[config.mk]
export PLATFORM = sky130hd
export DESIGN_NAME = signed_int32_divider
export DESIGN_NICKNAME = d
export VERILOG_FILES = /design/src/hw/rtl/sdiv_pkg.sv /design/src/hw/rtl/sdiv_cell.sv /design/src/hw/rtl/sdiv_ctrl.sv /design/src/hw/rtl/signed_int32_divider.sv
export SDC_FILE = /design/constraint.sdc
export NUM_CORES = 1
export LEC_CHECK = 0
export BUFFER_PORTS_ARGS = -buffer_cell sky130_fd_sc_hd__buf_2
export CAP_MARGIN = 20
export CORE_ASPECT_RATIO = 2
export CORE_MARGIN = 1
export CORE_UTILIZATION = 43
export CTS_CLUSTER_SIZE = 40
export DETAILED_ROUTE_END_ITERATION = 10
export PLACE_DENSITY = 0.6
export SYNTH_ARGS = -nofsm -noshare
export SYNTH_HDL_FRONTEND = slang
export SYNTH_SLANG_ARGS = --single-unit
export TNS_END_PERCENT = 1
[constraint.sdc]
create_clock -name clk -period 13.95 [get_ports clk]
set_clock_uncertainty 0.05 [all_clocks]
set_input_delay 2.79 -clock clk [delete_from_list [all_inputs] [get_ports clk]]
set_output_delay 2.79 -clock clk [all_outputs]
set_load 0.02 [all_outputs]
[src/hw/rtl/sdiv_pkg.sv]
// Shared types, widths and constants for the signed integer divider.
package sdiv_pkg;

  // Operand and quotient width.
  localparam int DATA_WIDTH = 32;
  // Width of the step counter inside the controller.
  localparam int CNT_W = $clog2(DATA_WIDTH);

  // Most negative and most positive two's complement values.
  localparam logic [DATA_WIDTH-1:0] MIN_VAL = {1'b1, {(DATA_WIDTH-1){1'b0}}};
  localparam logic [DATA_WIDTH-1:0] MAX_VAL = {1'b0, {(DATA_WIDTH-1){1'b1}}};
  localparam logic [DATA_WIDTH-1:0] NEG_ONE = {DATA_WIDTH{1'b1}};

  // Input item.
  typedef struct packed {
    logic signed [DATA_WIDTH-1:0] dividend;
    logic signed [DATA_WIDTH-1:0] divisor;
  } sdiv_in_t;

  // Result item.
  typedef struct packed {
    logic signed [DATA_WIDTH-1:0] quotient;
    logic                         overflow;
    logic                         div_by_zero;
  } sdiv_out_t;

  // Controller states.
  typedef enum logic [1:0] {
    ST_IDLE,
    ST_RUN,
    ST_FIN
  } sdiv_state_t;

  // Control signals from the controller to the datapath.
  typedef struct packed {
    logic busy;
    logic load;
    logic step;
    logic finish;
  } sdiv_ctl_t;

endpackage

[src/hw/rtl/sdiv_cell.sv]
// One bit slice of the restoring divider: remainder, divisor and quotient bits.
module sdiv_cell
  import sdiv_pkg::*;
(
  input  logic clk,
  input  logic load,
  input  logic step,
  input  logic load_den,
  input  logic load_quo,
  input  logic rem_in,
  input  logic quo_in,
  input  logic borrow_in,
  input  logic ge,
  output logic rem_o,
  output logic quo_o,
  output logic borrow_o
);

  logic rem_r, rem_nxt;
  logic den_r;
  logic quo_r, quo_nxt;
  logic diff;

  // Trial subtraction bit: shifted remainder bit minus divisor bit.
  assign diff     = rem_in ^ den_r ^ borrow_in;
  assign borrow_o = (~rem_in & den_r) | (~(rem_in ^ den_r) & borrow_in);

  // Keep the difference when the whole trial did not borrow.
  always_comb begin
    rem_nxt = ge ? diff : rem_in;
    quo_nxt = quo_in;
  end

  // Slice registers; loaded with a new item, shifted once per step.
  always_ff @(posedge clk) begin
    if (load) begin
      rem_r <= 1'b0;
      den_r <= load_den;
      quo_r <= load_quo;
    end else if (step) begin
      rem_r <= rem_nxt;
      quo_r <= quo_nxt;
    end
  end

  assign rem_o = rem_r;
  assign quo_o = quo_r;

endmodule

[src/hw/rtl/sdiv_ctrl.sv]
// Sequencer for the divider: load, one step per quotient bit, then finish.
module sdiv_ctrl
  import sdiv_pkg::*;
(
  input  logic      clk,
  input  logic      rst_n,
  input  logic      start,
  output sdiv_ctl_t ctl
);

  sdiv_state_t state_r, state_nxt;
  logic [CNT_W-1:0] cnt_r, cnt_nxt;

  // State and step counter registers.
  always_ff @(posedge clk) begin
    if (!rst_n) begin
      state_r <= ST_IDLE;
      cnt_r   <= '0;
    end else begin
      state_r <= state_nxt;
      cnt_r   <= cnt_nxt;
    end
  end

  // Next state and control outputs.
  always_comb begin
    state_nxt  = state_r;
    cnt_nxt    = cnt_r;
    ctl.busy   = 1'b1;
    ctl.load   = 1'b0;
    ctl.step   = 1'b0;
    ctl.finish = 1'b0;
    unique case (state_r)
      ST_IDLE: begin
        ctl.busy = 1'b0;
        if (start) begin
          ctl.load  = 1'b1;
          cnt_nxt   = CNT_W'(DATA_WIDTH - 1);
          state_nxt = ST_RUN;
        end
      end
      ST_RUN: begin
        ctl.step = 1'b1;
        cnt_nxt  = cnt_r - CNT_W'(1);
        if (cnt_r == '0) begin
          state_nxt = ST_FIN;
        end
      end
      ST_FIN: begin
        ctl.finish = 1'b1;
        state_nxt  = ST_IDLE;
      end
      default: begin
        state_nxt = ST_IDLE;
      end
    endcase
  end

endmodule

[src/hw/rtl/signed_int32_divider.sv]
// Top level of the signed divider: operand prep, chain of bit slices, result.
//
//   Channel   Ports                         Handshake
//   input     start, busy, in_data          taken when start is high and busy low
//   result    out_valid, out_data           shown for one cycle, no back-pressure
//
// After acceptance an item takes one step of the slice chain per quotient bit,
// then the finishing state applies the sign and the special cases, and the
// result passes through the output register to its strobe. The ripple borrow
// across the slice chain sets the clock period. busy drops in the cycle the
// result is shown, so the next item can be accepted then. Reset is synchronous
// and clears the controller and the result strobe.
module signed_int32_divider
  import sdiv_pkg::*;
(
  input  logic      clk,
  input  logic      rst_n,
  input  logic      start,
  output logic      busy,
  input  sdiv_in_t  in_data,
  output logic      out_valid,
  output sdiv_out_t out_data
);

  sdiv_ctl_t ctl;

  logic [DATA_WIDTH-1:0] a_u, b_u, mag_a, mag_b;
  logic [DATA_WIDTH-1:0] rem_w, quo_w, borrow_w;
  logic                  ge;
  logic                  neg_r, dz_r, ovf_r;
  logic                  out_valid_r;
  sdiv_out_t             out_r, out_nxt;

  // Sequencer.
  sdiv_ctrl u_ctrl (
    .clk   (clk),
    .rst_n (rst_n),
    .start (start),
    .ctl   (ctl)
  );

  assign busy = ctl.busy;

  // Operand magnitudes.
  assign a_u   = in_data.dividend;
  assign b_u   = in_data.divisor;
  assign mag_a = a_u[DATA_WIDTH-1] ? (DATA_WIDTH'(0) - a_u) : a_u;
  assign mag_b = b_u[DATA_WIDTH-1] ? (DATA_WIDTH'(0) - b_u) : b_u;

  // Sign and special-case flags captured with the item.
  always_ff @(posedge clk) begin
    if (ctl.load) begin
      neg_r <= a_u[DATA_WIDTH-1] ^ b_u[DATA_WIDTH-1];
      dz_r  <= (b_u == '0);
      ovf_r <= (a_u == MIN_VAL) && (b_u == NEG_ONE);
    end
  end

  // The trial subtraction succeeds when the top slice does not borrow.
  assign ge = ~borrow_w[DATA_WIDTH-1];

  // Chain of bit slices; remainder and quotient shift one slice per step.
  for (genvar i = 0; i < DATA_WIDTH; i++) begin : g_cell
    logic rem_in, quo_in, borrow_in;
    if (i == 0) begin : g_first
      assign rem_in    = quo_w[DATA_WIDTH-1];
      assign quo_in    = ge;
      assign borrow_in = 1'b0;
    end else begin : g_rest
      assign rem_in    = rem_w[i-1];
      assign quo_in    = quo_w[i-1];
      assign borrow_in = borrow_w[i-1];
    end

    sdiv_cell u_cell (
      .clk       (clk),
      .load      (ctl.load),
      .step      (ctl.step),
      .load_den  (mag_b[i]),
      .load_quo  (mag_a[i]),
      .rem_in    (rem_in),
      .quo_in    (quo_in),
      .borrow_in (borrow_in),
      .ge        (ge),
      .rem_o     (rem_w[i]),
      .quo_o     (quo_w[i]),
      .borrow_o  (borrow_w[i])
    );
  end

  // Final sign and the two special cases.
  always_comb begin
    out_nxt.overflow    = ovf_r & ~dz_r;
    out_nxt.div_by_zero = dz_r;
    priority if (dz_r) begin
      out_nxt.quotient = '0;
    end else if (ovf_r) begin
      out_nxt.quotient = MAX_VAL;
    end else if (neg_r) begin
      out_nxt.quotient = DATA_WIDTH'(0) - quo_w;
    end else begin
      out_nxt.quotient = quo_w;
    end
  end

  // Result register and strobe.
  always_ff @(posedge clk) begin
    if (ctl.finish) begin
      out_r <= out_nxt;
    end
  end

  always_ff @(posedge clk) begin
    if (!rst_n) begin
      out_valid_r <= 1'b0;
    end else begin
      out_valid_r <= ctl.finish;
    end
  end

  assign out_valid = out_valid_r;
  assign out_data  = out_r;

  // A result is shown only in the cycle after the finishing step.
  assert property (@(posedge clk) disable iff (!rst_n)
    out_valid |-> $past(ctl.finish))
    else $error("result strobe without a finishing step");

  // An accepted item makes the block busy in the next cycle.
  assert property (@(posedge clk) disable iff (!rst_n)
    (start && !busy) |=> busy)
    else $error("block not busy after accepting an item");

  // The two error flags never appear together.
  assert property (@(posedge clk) disable iff (!rst_n)
    out_valid |-> !(out_data.overflow && out_data.div_by_zero))
    else $error("overflow and divide by zero both set");

  // A zero divisor always gives a zero quotient.
  assert property (@(posedge clk) disable iff (!rst_n)
    (out_valid && out_data.div_by_zero) |-> (out_data.quotient == '0))
    else $error("nonzero quotient on divide by zero");

endmodule
==> out/results.tsv, run 1 <==
stage	metric	value	unit
routing	wire_per_inst	15.46	um
logic_synthesis	synth_top_area_share	37.73	%
placement	place_area	8747	um^2
global_routing	antenna_found_initial	0	
global_routing	gr-usage-met2	38.50	%
worst_setup_path	path_class	reg2reg	
finish	fill_cells	1663	
power_and_ir_drop	powerDensity	155.3	nW/um^2
global_routing	gr-usage-met3	3.543	%
logic_synthesis	synth-seq-cells	140	
placement	io_buffers	102	
logic_synthesis	synth_top_family_by_area	compound AO/OA/AOI/OAI gates	
logic_synthesis	ys_types	47	
worst_setup_path	cp_common_cell	fa_1	
die	start_util	43.92	%
clock_network	cts_inserted_buffers	17	
global_routing	grt_overflow_total	0	
routing	first_iter_violations	187	
routing	num_vias	6046	
finish	final_cell_mix	o21ai_0, buf_2, edfxtp_1	
placement	dp_hpwl	13.04	mm
logic_synthesis	ys_dominant_reg_cell	edfxtp_1	
global_routing	grt_pass1_wl	28.94	mm
worst_setup_path	cp-start-kind	flop	
sta	relSlewSlack	28.92	%
min_path	hold_path_class	reg2reg	
logic_synthesis	synth-xor-area-share	9.479	%
sta	rsz0062_at_grt	false	
routing	ant_nets	0	
die	num_rows	70	
logic_synthesis	yosysTopAreaCell	edfxtp_1	
worst_setup_path	slowest_delay	0.43	ns
sta	fin_crit	13.35	ns
sta	hold_viol	0	
worst_setup_path	worst-path-stages	38	
finish	drive_above_1_share	17.36	%
logic_synthesis	synth_fa_ha_area_share	8.716	%
die	dieHeight	195.4	um
logic_synthesis	syn_avg_cell_area	10.14	um^2
finish	nets	985	
global_routing	grt_pass1_vias	6000	
global_routing	met1_usage	18.72	%
finish	fin_util	50.85	%
finish	final_area	9309	um^2
logic_synthesis	synth_mux_area_share	0.6381	%
logic_synthesis	async_flop_share	0	%
logic_synthesis	syn_inst	793	
routing	drt_wl_total	17.14	mm
routing	drc	0	
logic_synthesis	synth_top_cells_by_area	edfxtp_1, dfxtp_1, fa_1	
worst_setup_path	cp-end-kind	flop	
worst_setup_path	reg2regPathDepth	38	
power_and_ir_drop	power.leakage	0.003325	uW
logic_synthesis	synth_edf_count	101	
sta	report.final.slew_viol_count	0	
clock_network	h-tree-depth	4	
finish	diodes	0	
logic_synthesis	yosys.area_share.simple	14.51	%
finish	area_growth	15.80	%
clock_network	clk_latency	0.41	ns
sta	max_slew.worst_pin.slew	1.066	ns
clock_network	clock-root-buffer	clkbuf_16	
clock_network	cts_tree	done	
logic_synthesis	yosysWarningCount	0	
die	ioPinCount	103	
clock_network	numClockSinks	140	
sta	tns	0	ns
finish	layout_commonest_cell	o21ai_0	
worst_setup_path	crit_required	14.18	ns
global_routing	top_usage_layer	met2	
routing	via_per_inst	5.452	
min_path	hold_depth	2	
sta	max_clock_freq	0.07493	GHz
worst_setup_path	arrival	13.58	ns
clock_network	clk_pin_slew_worst_paths	0.06	ns
flow_run	max_cap_viol_count	0	
logic_synthesis	netlist_area	8039	um^2
run_status	status	finished clean	
routing	dr.pass1.iters	5	
logic_synthesis	yosysSeqAreaShare	47.44	%
die	die-area	19280	um^2
placement	gp_congestion	0.8323	
worst_setup_path	path_buf_inv	4	
global_routing	grt_max_degree	92	
worst_setup_path	cp_max_fo	14	
logic_synthesis	synth_nets	898	
power_and_ir_drop	peakVddDrop	0.00006689	V
clock_network	clockBufferDepth	2	
sta	setup_viol	0	
logic_synthesis	synth_compound_area_share	15.02	%
die	dieWidth	98.69	um
global_routing	grt_usage	19.23	%
die	core_area	18310	um^2
worst_setup_path	cpLargestDelayFamily	adder cells	
worst_setup_path	slowest_stage	fa_1	
sta	period_share	95.67	%
## metrics by stage
step	cells	total power (uW)	hold slack, ns	worst slack (ns)
global placement	1076	1027	0.4130	0.5494
CTS	1108	1458	0.4379	0.3525
global route	1109	1559	0.4637	0.1427
floorplan	793	914.5	0.3744	1.104
detailed placement	1076	1035	0.4260	0.4100
finish	1109	1446	0.4353	0.6046
## final timing paths
check	from	to	slack, ns
hold reg to reg	g_cell[30].u_cell.rem_o	g_cell[30].u_cell.rem_o	0.44
setup reg to reg	g_cell[31].u_cell.quo_o	g_cell[1].u_cell.rem_o	0.60
setup / recovery	g_cell[31].u_cell.quo_o	g_cell[1].u_cell.rem_o	0.60
hold / removal	g_cell[30].u_cell.rem_o	g_cell[30].u_cell.rem_o	0.44
## power breakdown
group	switching, uW	leakage [uW]	internal, uW
clock network	174	0.000270	244
registers	72.6	0.00129	541
logic	236	0.00177	177
total	483	0.00333	963
## cells in the mapped netlist, types with 3 or more instances
| cell type | n |
|---|---|
| a21oi_1 | 32 |
| nor4_2 | 3 |
| dfxtp_1 | 39 |
| nand3_1 | 40 |
| o21ai_0 | 110 |
| nand2_1 | 90 |
| nor3_1 | 6 |
| nor2_1 | 22 |
| inv_1 | 49 |
| o31ai_1 | 29 |
| xor2_1 | 52 |
| nor4_1 | 18 |
| clkbuf_1 | 39 |
| nand2b_1 | 7 |
| xnor2_1 | 35 |
| or2_2 | 3 |
| fa_1 | 30 |
| edfxtp_1 | 101 |
| ha_1 | 8 |
| mux2i_1 | 4 |
| nor2b_1 | 4 |
| nand4_1 | 14 |
| or4_1 | 6 |
| o41ai_1 | 19 |
| or3_1 | 6 |
## worst reg2reg max path: cells and delay by family (launching register included)
kind	cells	cell delay [ns]
buffers and inverters	4	0.41
AO/OA/AOI/OAI	2	0.32
multiplexers	1	0.21
flip-flops	1	0.32
adder cells (fa/ha/maj)	31	11.92
## per-layer routing
metal / wire (um) / up-vias
li1: - / 3047
met1: 6183 / 2844
met2: 10030 / 132
met3: 480 / 23
met4: 447 / 0
met5: 0 / -
## cell families after synthesis
logic type / Yosys count
and+or+nand+nor: 231
AOI/OAI and AO/OA: 202
DFF: 140
buffers and inverters: 90
xor gates and xnor gates: 87
adders and majority gates: 38
muxes: 5
## registers in the layout (all words and copies together) (netlist names)
| name | flops |
|---|---|
| out_data | 34 |
| g_cell.u_cell.den_r | 32 |
| g_cell.u_cell.quo_o | 32 |
| g_cell.u_cell.rem_o | 31 |
| u_ctrl.cnt_r | 5 |
| u_ctrl.state_r | 2 |
| dz_r | 1 |
| neg_r | 1 |
| out_valid | 1 |
| ovf_r | 1 |
## final cells by class
cell class              instances  area (um^2)  area share (%)
clock buffers                  21        471.7           5.067
multi-input cells             563         3911           42.02
repair buffers                109        575.6           6.183
inverters                      49        183.9           1.976
well taps                     216        270.3           2.903
flip-flops and latches        140         3814           40.97
clock inverters                11        82.58          0.8871
## what timing repair did
| action | in CTS | in global routing |
|---|---|---|
| setup endpoints to repair | 0 | 22 |
| setup buffers | 0 | 1 |
| hold buffers | 0 | 0 |
| resized for setup | 0 | 0 |
No activity file was read; power rests on OpenSTA's default activity.
==> inputs of run 2 (changes only) <==
Settings changed: CORE_ASPECT_RATIO 2 to 0.7, CORE_UTILIZATION 43 to 59, PLACE_DENSITY 0.6 to 0.79.
==> run 2 against run 1 <==
Effect of this change: total power increased by 5.6%; final cell count decreased by 2.2%; hold slack got worse by 0.0024 ns; sequential cell count unchanged; non-clock buffer count increased by 7; first-iteration DRC count increased to 3.8 times the previous value; critical endpoint is now g_cell[0].u_cell.rem_o.
==> out/results.tsv, run 2 (synthesis gave the netlist of run 1 again) <==
stage	metric	value	unit	change
global_routing	antenna_found_initial	0		unchanged
finish	largest_reg_flops	34		unchanged
sta	fin_crit	13.58	ns	+0.2393 ns
clock_network	numClockSinks	140		unchanged
finish	register_area	3814	um^2	unchanged
placement	io_buffers	102		unchanged
routing	via_per_inst	5.994		+10%
sta	setup_viol	0		unchanged
routing	ant_nets	0		unchanged
sta	rsz0062_at_grt	false		
finish	fill_cells	975		-41%
power_and_ir_drop	p_total	1528	uW	+5.6%
sta	relSlewSlack	33.33	%	+4.4 points
worst_setup_path	arrival	13.87	ns	+0.29 ns
clock_network	cts_resized	0		unchanged
power_and_ir_drop	peakVddDrop	0.00007756	V	+16%
die	die-area	14100	um^2	-27%
die	ioPinCount	103		unchanged
sta	max_slew.worst_pin.slew	1.000	ns	-0.06622 ns
finish	area_growth	16.28	%	
power_and_ir_drop	powerDensity	163.4	nW/um^2	+5.2%
die	core_area	13230	um^2	-28%
finish	final_cell_mix	o21ai_0, buf_2, edfxtp_1		
sta	period_share	97.38	%	+1.7 points
min_path	hold_path_class	reg2reg		
run_status	status	finished clean		
global_routing	grt_pass1_wl	30.06	mm	+3.9%
sta	tns	0	ns	unchanged
sta	hold_viol	0		unchanged
global_routing	grt_overflow_total	0		unchanged
global_routing	grt_pass1_vias	5817		-3.1%
global_routing	grt_max_degree	92		unchanged
routing	num_vias	6504		+7.6%
finish	multiInputGateArea	3906	um^2	-0.13%
routing	wire_per_inst	17.54	um	+13%
worst_setup_path	cpLargestDelayFamily	adder cells		
power_and_ir_drop	power.leakage	0.003381	uW	+1.7%
worst_setup_path	cp_max_fo	12		-2
finish	diodes	0		unchanged
die	dieWidth	141.5	um	+43%
global_routing	grt_usage	28.02	%	+8.8 points
die	num_rows	35		-50%
die	dieHeight	99.66	um	-49%
worst_setup_path	crit_required	14.24	ns	+0.06 ns
worst_setup_path	cp-end-kind	flop		
finish	layout_commonest_cell	o21ai_0		
flow_run	max_cap_viol_count	0		unchanged
routing	drc	0		unchanged
die	start_util	60.79	%	+17 points
worst_setup_path	slowest_stage	fa_1		
sta	max_clock_freq	0.07361	GHz	-1.8%
finish	fin_util	70.68	%	+20 points
clock_network	clockBufferDepth	2		unchanged
sta	fin_hold_ws	0.4330	ns	-0.002360 ns
routing	dr.pass1.iters	6		+1
worst_setup_path	cp-start-kind	flop		
clock_network	h-tree-depth	4		unchanged
routing	first_iter_violations	713		+280%
worst_setup_path	cp_common_cell	fa_1		
placement	dp_hpwl	13.48	mm	+3.4%
worst_setup_path	slowest_delay	0.44	ns	about the same
sta	report.final.slew_viol_count	0		unchanged
worst_setup_path	path_class	reg2reg		
worst_setup_path	path_buf_inv	3		-1
placement	gp_congestion	0.8751		+5.1%
clock_network	cts_tree	done		
finish	drive_above_1_share	17.78	%	+0.42 points
clock_network	clock-root-buffer	clkbuf_16		
finish	nets	992		+0.71%
clock_network	cts_inserted_buffers	17		unchanged
clock_network	hold_buffers	0		unchanged
routing	drt_wl_total	19.03	mm	+11%
clock_network	clk_pin_slew_worst_paths	0.06	ns	about the same
clock_network	clk_latency	0.41	ns	about the same
==> run 2: where the power goes <==
group | internal [uW] | total (uW) | switching [uW]
clock | 280 | 447 | 167
combinational | 193 | 457 | 264
sequential | 542 | 624 | 82.2
==> run 2: area by class of cell <==
class                   count  area share, %
multi-input cells         563          41.79
clock buffers              20          4.671
repair buffers            116          6.719
flip-flops and latches    140          40.80
well taps                 185          2.476
clock inverters            12          1.579
inverters                  49          1.968
==> run 2: worst reg2reg max path: cells and delay by family, from the launching register on <==
family / cells / cell delay [ns]
flip-flops: 1 / 0.39
adder cells (fa/ha/maj): 31 / 11.95
multiplexers: 1 / 0.32
buffers and inverters: 3 / 0.28
AO/OA/AOI/OAI: 2 / 0.49
==> run 2: metal layers <==
| layer | track usage [%] | wire (um) |
|---|---|---|
| met5 | 0 | 0 |
| met4 | 9.512 | 276 |
| met3 | 5.922 | 1901 |
| met2 | 40.06 | 8113 |
| met1 | 42.31 | 8739 |
==> run 2: through the flow <==
step / std cells / instance area [um^2] / setup slack [ns]
floorplan: 793 / 8039 / 1.104
global placement: 1045 / 8691 / 0.6897
detailed placement: 1045 / 8691 / 0.4697
CTS: 1077 / 9275 / 0.3234
global route: 1085 / 9348 / 0.008988
finish: 1085 / 9348 / 0.3653
==> run 2: repair_timing <==
item | 4_1_cts | 5_1_grt
setup endpoints to repair | 0 | 18
endpoints found under the hold margin | 0 | 0
buffers inserted | 0 | 7
==> run 2: final timing paths <==
check	start	end	slack, ns	cells after the start
setup / recovery	g_cell[0].u_cell.den_r	g_cell[0].u_cell.rem_o	0.37	37
hold / removal	g_cell[21].u_cell.rem_o	g_cell[21].u_cell.rem_o	0.43	2
hold reg to reg	g_cell[21].u_cell.rem_o	g_cell[21].u_cell.rem_o	0.43	2
setup reg to reg	g_cell[0].u_cell.den_r	g_cell[0].u_cell.rem_o	0.37	37
==> inputs of run 3 (changes only) <==
Settings changed: CORE_UTILIZATION 59 to 30, PLACE_DENSITY 0.79 to 0.45.
==> run 3 against run 2 <==
Effect of this change: total power down 0.44%; largest cell class unchanged; sequential power fell by 0.8%; worst setup slack improved by 0.26 ns.
==> out/results.tsv, run 3 (synthesis gave the netlist of run 1 again) <==
stage	metric	value	unit	change
clock_network	clk_latency	0.43	ns	+0.02 ns
run_status	status	finished clean		
finish	final_cell_mix	o21ai_0, buf_2, edfxtp_1		
clock_network	h-tree-depth	4		unchanged
sta	period_share	95.52	%	-1.9 points
routing	wire_per_inst	16.76	um	-4.5%
routing	drt_wl_total	21.00	mm	+10%
clock_network	cts_tree	done		
die	num_rows	49		+40%
worst_setup_path	cp-end-kind	flop		
sta	max_clock_freq	0.07504	GHz	+1.9%
routing	num_vias	6011		-7.6%
clock_network	clk_pin_slew_worst_paths	0.06	ns	about the same
min_path	hold_depth	2		unchanged
clock_network	clock-root-buffer	clkbuf_16		
sta	report.final.slew_viol_count	0		unchanged
finish	fin_util	36.79	%	-34 points
routing	first_iter_violations	477		-33%
worst_setup_path	timing.rr.start	g_cell[31].u_cell.quo_o		
worst_setup_path	arrival	13.58	ns	-0.29 ns
routing	drc	0		unchanged
finish	nets	987		-0.50%
global_routing	antenna_found_initial	3		+3
global_routing	grt_pass1_wl	33.16	mm	+10%
worst_setup_path	slowest_stage	fa_1		
worst_setup_path	crit_required	14.21	ns	-0.03 ns
power_and_ir_drop	peakVddDrop	0.00009868	V	+27%
placement	dpl.cell_count	1216		+16%
finish	layout_commonest_cell	o21ai_0		
min_path	min-delay-start	g_cell[30].u_cell.rem_o		
sta	setup_viol	0		unchanged
finish	area_growth	18.96	%	
worst_setup_path	rr_endpoint	g_cell[10].u_cell.rem_o		
clock_network	hold_buffers	0		unchanged
routing	via_per_inst	4.797		-20%
clock_network	clockBufferDepth	2		unchanged
clock_network	cts_resized	0		unchanged
placement	io_buffers	102		unchanged
routing	dr.pass1.iters	5		-1
finish	drive_above_1_share	17.54	%	-0.24 points
global_routing	grt_usage	15.97	%	-12 points
worst_setup_path	reg2regPathDepth	39		+5.4%
die	die-area	27470	um^2	+95%
finish	finalNonFillerCells	1253		+15%
die	dieWidth	197.7	um	+40%
sta	hold_viol	0		unchanged
power_and_ir_drop	power.leakage	0.003373	uW	-0.25%
worst_setup_path	path_class	reg2reg		
global_routing	grt_overflow_total	0		unchanged
placement	gp_congestion	0.8396		-4.1%
sta	max_slew.worst_pin.slew	1.037	ns	+0.03709 ns
die	core_area	25990	um^2	+97%
min_path	whs_endpoint	g_cell[30].u_cell.rem_o		
clock_network	cts_inserted_buffers	17		unchanged
power_and_ir_drop	powerDensity	159.1	nW/um^2	-2.7%
finish	largest_reg_flops	34		unchanged
die	dieHeight	139.0	um	+39%
sta	relSlewSlack	30.71	%	-2.6 points
flow_run	max_cap_viol_count	0		unchanged
min_path	hold_path_class	reg2reg		
sta	tns	0	ns	unchanged
worst_setup_path	crit_start	g_cell[31].u_cell.quo_o		
power_and_ir_drop	p_total	1521	uW	-0.44%
placement	dp_hpwl	15.15	mm	+12%
worst_setup_path	cp-start-kind	flop		
clock_network	numClockSinks	140		unchanged
global_routing	grt_max_degree	90		-2.2%
routing	ant_nets	0		unchanged
worst_setup_path	cp_common_cell	fa_1		
worst_setup_path	ff2ff_setup_slack	0.62	ns	+0.26 ns
die	start_util	30.93	%	-30 points
worst_setup_path	cp_max_fo	53		+41
sta	fin_crit	13.33	ns	-0.2592 ns
die	ioPinCount	103		unchanged
worst_setup_path	slowest_delay	0.42	ns	-0.02 ns
global_routing	grt_pass1_vias	5594		-3.8%
run 3: cell types whose count changed in the layout (fill, tap and decap cells not counted):
cell	before	now
buf_4	13	7
clkinv_2	4	6
buf_12	1	2
clkbuf_1	3	2
clkbuf_16	17	18
clkinv_4	3	2
clkinvlp_4	1	0
diode_2	0	1
inv_1	49	48
inv_4	0	1
nor2b_2	1	0
nor2b_4	0	1
run 3: report_power, final:
group          leakage [uW]  switching (uW)  internal (uW)  total (uW)
registers           0.00129            77.9            541         619
clock network      0.000303             181            290         471
logic               0.00178             249            182         431
run 3: worst max-delay path, delay by kind of cell (launching register included):
kind                     cells  cell delay (ns)
flip-flops                   1             0.32
AO/OA/AOI/OAI                3             0.48
buffers and inverters        4             0.43
adder cells (fa/ha/maj)     31            11.83
AND/OR/NAND/NOR              1             0.07
run 3: timing repair:
item / in CTS / in global routing
endpoints found under the setup margin: 0 / 8
setup buffers: 0 / 3
hold endpoints to repair: 0 / 0
run 3: area by class of cell:
| cell class | count | area (um^2) |
|---|---|---|
| Clock inverter | 12 | 143.9 |
| Clock buffer | 20 | 457.9 |
| Timing Repair Buffer | 111 | 603.1 |
| Inverter | 49 | 183.9 |
| Tap cell | 357 | 446.7 |
| Antenna cell | 1 | 2.502 |
| Fill cell | 2644 | 16430 |
| Sequential cell | 140 | 3814 |
| Multi-Input combinational cell | 563 | 3911 |
run 3: worst max path at each step:
stage	end	slack, ns	cells past startpoint
finish	g_cell[10].u_cell.rem_o	0.62	39
global route	g_cell[10].u_cell.rem_o	-0.0002	39
CTS	g_cell[10].u_cell.rem_o	0.53	39
detailed placement	g_cell[10].u_cell.rem_o	0.59	39
global placement	g_cell[5].u_cell.rem_o	0.68	39
floorplan	g_cell[1].u_cell.rem_o	1.10	38
run 3: through the flow:
stage	hold WS, ns	area, um^2	setup slack, ns
2_1_floorplan	0.3744	8039	1.104
3_3_place_gp	0.4118	8916	0.6844
3_5_place_dp	0.4218	8916	0.5925
4_1_cts	0.4313	9518	0.5305
5_1_grt	0.4587	9563	-0.0002363
6_report	0.4235	9563	0.6245
run 3: layer usage:
metal	vias up	wire length [um]	GRT usage [%]	share of wire, %
met5	-	27	0	0.13
met4	4	247	5.304	1.2
met3	21	1019	3.721	4.9
met2	130	7568	18.87	36
met1	2804	12140	26.76	58
li1	3052	-	-	-
